**config.mk**
```make
export PLATFORM = sky130hd
export DESIGN_NAME = quote_aware_comment_stripper_flat
export DESIGN_NICKNAME = d
export VERILOG_FILES = /design/src/hdl/qacs_pkg.sv /design/src/hdl/qacs_if.sv /design/src/hdl/quote_aware_comment_stripper.sv /design/src/hdl/qacs_core.sv /design/src/hdl/qacs_outbuf.sv /design/src/flat_wrapper.sv
export SDC_FILE = /design/constraint.sdc
export NUM_CORES = 1
export LEC_CHECK = 0
export BUFFER_PORTS_ARGS = -buffer_cell sky130_fd_sc_hd__clkbuf_2
export CAP_MARGIN = 10
export CORE_ASPECT_RATIO = 0.6
export CORE_MARGIN = 2
export CORE_UTILIZATION = 50
export CTS_CLUSTER_SIZE = 30
export DETAILED_ROUTE_END_ITERATION = 10
export GPL_ROUTABILITY_DRIVEN = 0
export PLACE_DENSITY = 0.7
export SLEW_MARGIN = 15
export SYNTH_ARGS = -nofsm -noshare
export SYNTH_HDL_FRONTEND = slang
export SYNTH_SLANG_ARGS = --single-unit
```
**constraint.sdc**
```tcl
create_clock -name clk -period 5.5 [get_ports clk]
set_input_delay 0 -clock clk [delete_from_list [all_inputs] [get_ports clk]]
set_output_delay 0 -clock clk [all_outputs]
set_load 0.01 [all_outputs]
```
**src/hdl/qacs_pkg.sv**
```systemverilog
// ----------------------------------------------------------------------------
// qacs_pkg
// character codes, comment kinds and result types of the comment stripper
// ----------------------------------------------------------------------------
`timescale 1ns / 1ps

package qacs_pkg;

  localparam logic [7:0] CH_SLASH = 8'h2F;
  localparam logic [7:0] CH_STAR  = 8'h2A;
  localparam logic [7:0] CH_QUOTE = 8'h22;
  localparam logic [7:0] CH_NL    = 8'h0A;

  typedef enum logic [1:0] {
    KIND_NONE  = 2'd0,
    KIND_LINE  = 2'd1,
    KIND_BLOCK = 2'd2
  } comment_kind_t;

  typedef struct packed {
    logic [7:0] out_byte;
    logic       byte_valid;
    logic       run_last;
    logic       text_end;
  } res_t;

  typedef struct packed {
    logic [1:0] count;
    res_t       first;
    res_t       second;
  } step_out_t;

endpackage

```
**src/hdl/qacs_if.sv**
```systemverilog
// ----------------------------------------------------------------------------
// qacs stream interfaces
// valid/ready channels for raw text beats and stripped result beats
// ----------------------------------------------------------------------------
`timescale 1ns / 1ps

interface qacs_in_if;
  logic       valid;
  logic       ready;
  logic [7:0] in_byte;
  logic       text_last;

  modport source (output valid, output in_byte, output text_last, input ready);
  modport sink   (input valid, input in_byte, input text_last, output ready);
endinterface

interface qacs_out_if;
  logic       valid;
  logic       ready;
  logic [7:0] out_byte;
  logic       byte_valid;
  logic       run_last;
  logic       text_end;

  modport source (output valid, output out_byte, output byte_valid,
                  output run_last, output text_end, input ready);
  modport sink   (input valid, input out_byte, input byte_valid,
                  input run_last, input text_end, output ready);
endinterface

```
**src/hdl/quote_aware_comment_stripper.sv**
```systemverilog
// ----------------------------------------------------------------------------
// quote_aware_comment_stripper
// removes C-style comments from a byte stream, quote aware, no escapes
// ----------------------------------------------------------------------------
// up: one text byte per beat, text_last on the final byte of a text.
// dn: result beats; each input byte gives zero, one or two beats, run_last
//   marks the last beat of one input byte, text_end the last of the text.
//   A text end with nothing to emit gives one beat with byte_valid low.
// Path: an accepted byte waits in the input latch, is decided by the core
//   and is loaded into the result register once that can take it; its
//   beats are then offered on dn from the result register.
// Throughput: one byte per cycle while each byte yields at most one beat
//   and dn.ready stays high; a byte that yields two beats holds the result
//   register until both drain, and dn then sets the rate, one beat per cycle.
// Bytes that yield no beat (comment text, a held slash) pass at one per
//   cycle even while dn is stalled, as long as the input latch can drain.
// Reset (rst, synchronous): leaves quotes, comments and any held slash,
//   and empties both the input latch and the result register.
// Stall: when dn.ready is low the result register holds its beats and the
//   input latch stops after one waiting byte; up.ready then drops.
// ----------------------------------------------------------------------------
`timescale 1ns / 1ps

module quote_aware_comment_stripper (
  input  logic        clk,
  input  logic        rst,
  qacs_in_if.sink     up,
  qacs_out_if.source  dn
);
  import qacs_pkg::*;

  logic       in_vld;
  logic [7:0] in_byte_q;
  logic       in_last_q;
  step_out_t  step;
  logic       free;
  logic       consume;

  assign consume  = in_vld && (step.count == 2'd0 || free);
  assign up.ready = !in_vld || consume;

  always_ff @(posedge clk) begin
    if (rst) begin
      in_vld <= 1'b0;
    end else if (up.ready) begin
      in_vld <= up.valid;
    end
  end

  always_ff @(posedge clk) begin
    if (up.valid && up.ready) begin
      in_byte_q <= up.in_byte;
      in_last_q <= up.text_last;
    end
  end

  qacs_core u_core (
    .clk       (clk),
    .rst       (rst),
    .advance   (consume),
    .in_byte   (in_byte_q),
    .text_last (in_last_q),
    .step      (step)
  );

  qacs_outbuf u_outbuf (
    .clk  (clk),
    .rst  (rst),
    .load (consume && step.count != 2'd0),
    .step (step),
    .free (free),
    .dn   (dn)
  );

endmodule

```
**src/hdl/qacs_core.sv**
```systemverilog
// ----------------------------------------------------------------------------
// qacs_core
// scan state and per-byte decision: up to two result beats for one text byte
// ----------------------------------------------------------------------------
`timescale 1ns / 1ps

module qacs_core (
  input  logic               clk,
  input  logic               rst,
  input  logic               advance,
  input  logic [7:0]         in_byte,
  input  logic               text_last,
  output qacs_pkg::step_out_t step
);
  import qacs_pkg::*;

  logic          in_quote, in_quote_next;
  comment_kind_t kind, kind_next;
  logic          star_seen, star_seen_next;
  logic          slash_held, slash_held_next;

  logic [1:0] n;
  logic [7:0] e0, e1;
  logic       bare;

  always_comb begin
    in_quote_next   = in_quote;
    kind_next       = kind;
    star_seen_next  = star_seen;
    slash_held_next = slash_held;
    n    = 2'd0;
    e0   = 8'h00;
    e1   = 8'h00;
    bare = 1'b0;

    case (kind)
      KIND_BLOCK: begin
        if (star_seen && in_byte == CH_SLASH) begin
          kind_next      = KIND_NONE;
          star_seen_next = 1'b0;
        end else begin
          star_seen_next = (in_byte == CH_STAR);
        end
      end
      KIND_LINE: begin
        if (in_byte == CH_NL) begin
          kind_next = KIND_NONE;
          e0 = in_byte;
          n  = 2'd1;
        end
      end
      default: begin
        if (slash_held) begin
          slash_held_next = 1'b0;
          if (in_byte == CH_SLASH) begin
            kind_next = KIND_LINE;
          end else if (in_byte == CH_STAR) begin
            kind_next      = KIND_BLOCK;
            star_seen_next = 1'b0;
          end else begin
            e0 = CH_SLASH;
            e1 = in_byte;
            n  = 2'd2;
            if (in_byte == CH_QUOTE) in_quote_next = ~in_quote;
          end
        end else if (in_byte == CH_QUOTE) begin
          in_quote_next = ~in_quote;
          e0 = in_byte;
          n  = 2'd1;
        end else if (!in_quote && in_byte == CH_SLASH) begin
          slash_held_next = 1'b1;
        end else begin
          e0 = in_byte;
          n  = 2'd1;
        end
      end
    endcase

    if (text_last) begin
      // flush: held slash or dangling comment opener
      if (slash_held_next) begin
        e0 = CH_SLASH;
        n  = 2'd1;
      end else if (kind_next == KIND_LINE) begin
        e0 = CH_SLASH;
        e1 = CH_SLASH;
        n  = 2'd2;
      end else if (kind_next == KIND_BLOCK) begin
        e0 = CH_SLASH;
        e1 = CH_STAR;
        n  = 2'd2;
      end
      if (n == 2'd0) begin
        e0   = 8'h00;
        n    = 2'd1;
        bare = 1'b1;
      end
      in_quote_next   = 1'b0;
      kind_next       = KIND_NONE;
      star_seen_next  = 1'b0;
      slash_held_next = 1'b0;
    end
  end

  always_comb begin
    step.count              = n;
    step.first.out_byte     = e0;
    step.first.byte_valid   = ~bare;
    step.first.run_last     = (n == 2'd1);
    step.first.text_end     = text_last && (n == 2'd1);
    step.second.out_byte    = e1;
    step.second.byte_valid  = 1'b1;
    step.second.run_last    = 1'b1;
    step.second.text_end    = text_last;
  end

  always_ff @(posedge clk) begin
    if (rst) begin
      in_quote   <= 1'b0;
      kind       <= KIND_NONE;
      star_seen  <= 1'b0;
      slash_held <= 1'b0;
    end else if (advance) begin
      in_quote   <= in_quote_next;
      kind       <= kind_next;
      star_seen  <= star_seen_next;
      slash_held <= slash_held_next;
    end
  end

endmodule

```
**src/hdl/qacs_outbuf.sv**
```systemverilog
// ----------------------------------------------------------------------------
// qacs_outbuf
// two-entry result register, drains one beat per cycle while dn.ready is high
// ----------------------------------------------------------------------------
`timescale 1ns / 1ps

module qacs_outbuf (
  input  logic               clk,
  input  logic               rst,
  input  logic               load,
  input  qacs_pkg::step_out_t step,
  output logic               free,
  qacs_out_if.source         dn
);
  import qacs_pkg::*;

  logic [1:0] cnt, cnt_next;
  res_t       slot0, slot1;
  logic       pop;

  assign pop  = dn.valid && dn.ready;
  assign free = (cnt == 2'd0) || (cnt == 2'd1 && pop);

  always_comb begin
    cnt_next = cnt;
    if (load) begin
      cnt_next = step.count;
    end else if (pop) begin
      cnt_next = cnt - 2'd1;
    end
  end

  always_ff @(posedge clk) begin
    if (rst) begin
      cnt <= 2'd0;
    end else begin
      cnt <= cnt_next;
    end
  end

  always_ff @(posedge clk) begin
    if (load) begin
      slot0 <= step.first;
      slot1 <= step.second;
    end else if (pop && cnt == 2'd2) begin
      slot0 <= slot1;
    end
  end

  assign dn.valid      = (cnt != 2'd0);
  assign dn.out_byte   = slot0.out_byte;
  assign dn.byte_valid = slot0.byte_valid;
  assign dn.run_last   = slot0.run_last;
  assign dn.text_end   = slot0.text_end;

endmodule

```
**src/flat_wrapper.sv**
```systemverilog
// flat-port wrapper written by rule: the top's interface ports become plain ports
module quote_aware_comment_stripper_flat import qacs_pkg::*;
  (clk, rst, up_valid, up_in_byte, up_text_last, up_ready, dn_valid, dn_out_byte, dn_byte_valid, dn_run_last, dn_text_end, dn_ready);
  qacs_in_if up_i ();
  qacs_out_if dn_i ();
  input  logic clk;
  input  logic rst;
  input wire logic [$bits(up_i.valid)-1:0] up_valid;
  input wire logic [$bits(up_i.in_byte)-1:0] up_in_byte;
  input wire logic [$bits(up_i.text_last)-1:0] up_text_last;
  output wire logic [$bits(up_i.ready)-1:0] up_ready;
  output wire logic [$bits(dn_i.valid)-1:0] dn_valid;
  output wire logic [$bits(dn_i.out_byte)-1:0] dn_out_byte;
  output wire logic [$bits(dn_i.byte_valid)-1:0] dn_byte_valid;
  output wire logic [$bits(dn_i.run_last)-1:0] dn_run_last;
  output wire logic [$bits(dn_i.text_end)-1:0] dn_text_end;
  input wire logic [$bits(dn_i.ready)-1:0] dn_ready;
  assign up_i.valid = up_valid;
  assign up_i.in_byte = up_in_byte;
  assign up_i.text_last = up_text_last;
  assign up_ready = up_i.ready;
  assign dn_valid = dn_i.valid;
  assign dn_out_byte = dn_i.out_byte;
  assign dn_byte_valid = dn_i.byte_valid;
  assign dn_run_last = dn_i.run_last;
  assign dn_text_end = dn_i.text_end;
  assign dn_i.ready = dn_ready;
  quote_aware_comment_stripper u_core (.clk(clk), .rst(rst), .up(up_i), .dn(dn_i));
endmodule
```
==> metrics.cfg <==
[finish]
fin_area_um2=2490
layout_commonest_cell=edfxtp_1
final_cell_mix=edfxtp_1, nand2_1, clkbuf_2
antenna-diode-count=0
fillers=348
synthToLayoutAreaGrowth_pct=17.3
fin_nets=268
drive_gt1_share_pct=14.3

[global_route]
grt_pass1_vias=1604
grt_pass1_wl_um=8040
grt_max_degree=20
antenna_found_initial=0
grt.overflow.total=0
grt.total_usage_pct=22.8

[placement]
port_buffers=25
post-dp-hpwl_um=3620
place_area_um2=2280

[cts]
cts-root-buf=clkbuf_8
clk_pin_slew_worst_paths_ps=70
post_cts_resize_count=0
hold_buffers=10
clkSinkCount=37
cts.path.max_buffers=2
cts_buffers=5
cts_tree=yes
htreeDepth=2
worst_skew_pair.late_latency_ps=290
post_cts_buffers=0

[logic_synthesis]
async_flop_share_pct=0
yosysSeqAreaShare_pct=48.6
synth-edff-count=29
ys_types=53
synthXorXnorAreaFrac_pct=0.826
synthFlopType=edfxtp_1
synthMuxAreaShare_pct=0.472
synth-seq-cells=37
synth_adder_area_share_pct=2.95
yosys.area_share.simple_pct=18.5
syn-num-nets=236
synth_top_family_by_area=compound AO/OA/AOI/OAI gates
synth_compound_area_share_pct=23.8
ys.warnings.count=0
synthCells=218
netlist_area_um2=2120
syn_area_per_cell_um2=9.72

[timing]
tns_ps=0
finalHoldViolCount=0
max_freq_mhz=303
fin_hold_ws_ps=41.3
worstMarginPinSlew_ps=1010
relSlewSlack_pct=32.6
period_share_pct=60.0
post-route-min-period_ps=3300
setup_viol=0
maxSlewViolCount=0
fin_skew_ps=7.71
rsz0062_at_grt=false

[die]
dieArea_um2=4790
core_um2=4100
pin_count=26
fp.dieW_um=88.1
rows=18
start_util_pct=51.7
fp.dieH_um=54.4

[critical_path]
worstPathArrival_ps=3220
required_ps=5420
cp_num_buf_inv=0
crit_family=compound AO/OA/AOI/OAI gates
critPathCaptureType=register
crit_type=reg -> reg
crit_path_max_incr_delay_ps=890
rrSetupSlack_ps=2200
start_kind=register
cp_max_fo=9
path_cells=or4b_1 > o21ai_0 > nand3_1 > a31oi_1
crit_slowest_cell=a31oi_1

[power_and_ir_drop]
ir_worst_vdd_v=0.000166
p_comb_share_pct=25.8
p_int_mw=0.574
swShare_pct=31.4
seqPwrFrac_pct=47.1
p_leak_nw=0.939
p_per_area_nw_per_um2=336
p_clk_share_pct=27.1
p_sw_mw=0.262

[worst_hold_path]
hp-class=in -> reg

[status]
status=completed

[routing]
routedWlPerCell_um=16.2
firstDrtPassIters=5
drc_errors=0
via_per_inst=6.02
totalWireLength_um=5030
first_iter_violations=277
ant_nets=0
vias=1871

[job]
drv_cap=0

[sequential cells by signal, summed over array words and instances, names as in the netlist, 2 cells and up]
register                     cells
u_core.in_byte_q                 8
u_core.u_core.kind               2
u_core.u_outbuf.cnt              2
u_core.u_outbuf.slot1            9
u_core.u_outbuf.dn.out_byte      8
[stage by stage]
stage | cells | setup WS (ps) | power, mW | utilization, %
floorplan | 218 | 2820 | 0.539 | -
global placement | 293 | 2350 | 0.604 | 55.6
detailed placement | 293 | 2290 | 0.606 | 55.6
CTS | 311 | 2270 | 0.837 | 60.7
global route | 311 | 1960 | 0.886 | 60.7
finish | 311 | 2200 | 0.836 | 60.7
[worst paths after layout]
path                                        start                                    end  cells after the start
max                 u_core.in_byte_q[7]$_DFFE_PP_             u_core.in_last_q$_DFFE_PP_                      4
min                                           rst  u_core.u_core.slash_held$_SDFFE_PP0P_                      2
max reg2reg         u_core.in_byte_q[7]$_DFFE_PP_             u_core.in_last_q$_DFFE_PP_                      4
min reg2reg  u_core.u_core.star_seen$_SDFFE_PP0P_   u_core.u_core.star_seen$_SDFFE_PP0P_                      2
[synthesized netlist by cell type (2+ instances only)]
library cell	n	area, um2
o31ai_1	2	15.0
nand3b_1	2	15.0
a21o_1	2	15.0
nand2_1	27	101
nor3_1	2	10.0
o32ai_1	2	17.5
a2111oi_0	3	26.3
o21ai_0	13	65.1
a41oi_1	3	26.3
a21oi_1	8	40.0
nor2_1	15	56.3
inv_1	16	60.1
or3_1	4	25.0
dfxtp_1	8	160
nor4b_1	2	17.5
nand3_1	8	40.0
nor2b_1	2	12.5
nor4_1	2	12.5
a31o_2	2	17.5
and3_1	2	12.5
o31a_1	2	17.5
clkbuf_1	8	30.0
o2111ai_1	2	17.5
nand4_1	3	18.8
a211oi_1	8	60.1
buf_2	2	10.0
ha_1	5	62.6
and4_1	2	17.5
o211ai_1	4	30.0
a31oi_1	5	31.3
edfxtp_1	29	871
nand2b_1	2	12.5
[layer usage]
| layer | up-vias | global-route usage [%] | wire length [um] |
|---|---|---|---|
| met5 | - | 0 | 0 |
| met4 | 0 | 8.08 | 50 |
| met3 | 7 | 5.73 | 478 |
| met2 | 110 | 31.9 | 2070 |
| met1 | 849 | 34.2 | 2430 |
| li1 | 905 | - | - |
[power by group through the flow]
| stage | registers [mW] | logic [mW] | clock network, mW |
|---|---|---|---|
| floorplan | 0.396 | 0.143 | 0 |
| global placement | 0.398 | 0.205 | 0 |
| detailed placement | 0.399 | 0.207 | 0 |
| CTS | 0.393 | 0.214 | 0.230 |
| global route | 0.401 | 0.244 | 0.241 |
| finish | 0.394 | 0.216 | 0.227 |
[cell type report]
cell class	instances	area, um2	area share, %
flip-flops and latches	37	1030	41.5
multi-input cells	155	988	39.8
repair buffers	35	225	9.06
well taps	60	75.1	3.02
clock buffers	6	72.6	2.92
inverters	16	60.1	2.42
clock inverters	2	33.8	1.36
[worst register-to-register path, stage by stage, from the launching register on]
cell      delay [ps]
edfxtp_1         440
or4b_1           690
o21ai_0          570
nand3_1          330
a31oi_1          890
[kinds of logic after synthesis]
group           Yosys count
fa+ha+maj                 5
simple gates             78
buf+inv                  26
compound gates           69
flops                    37
mux                       1
xor+xnor                  2
Power figures use the tool's default switching activity.
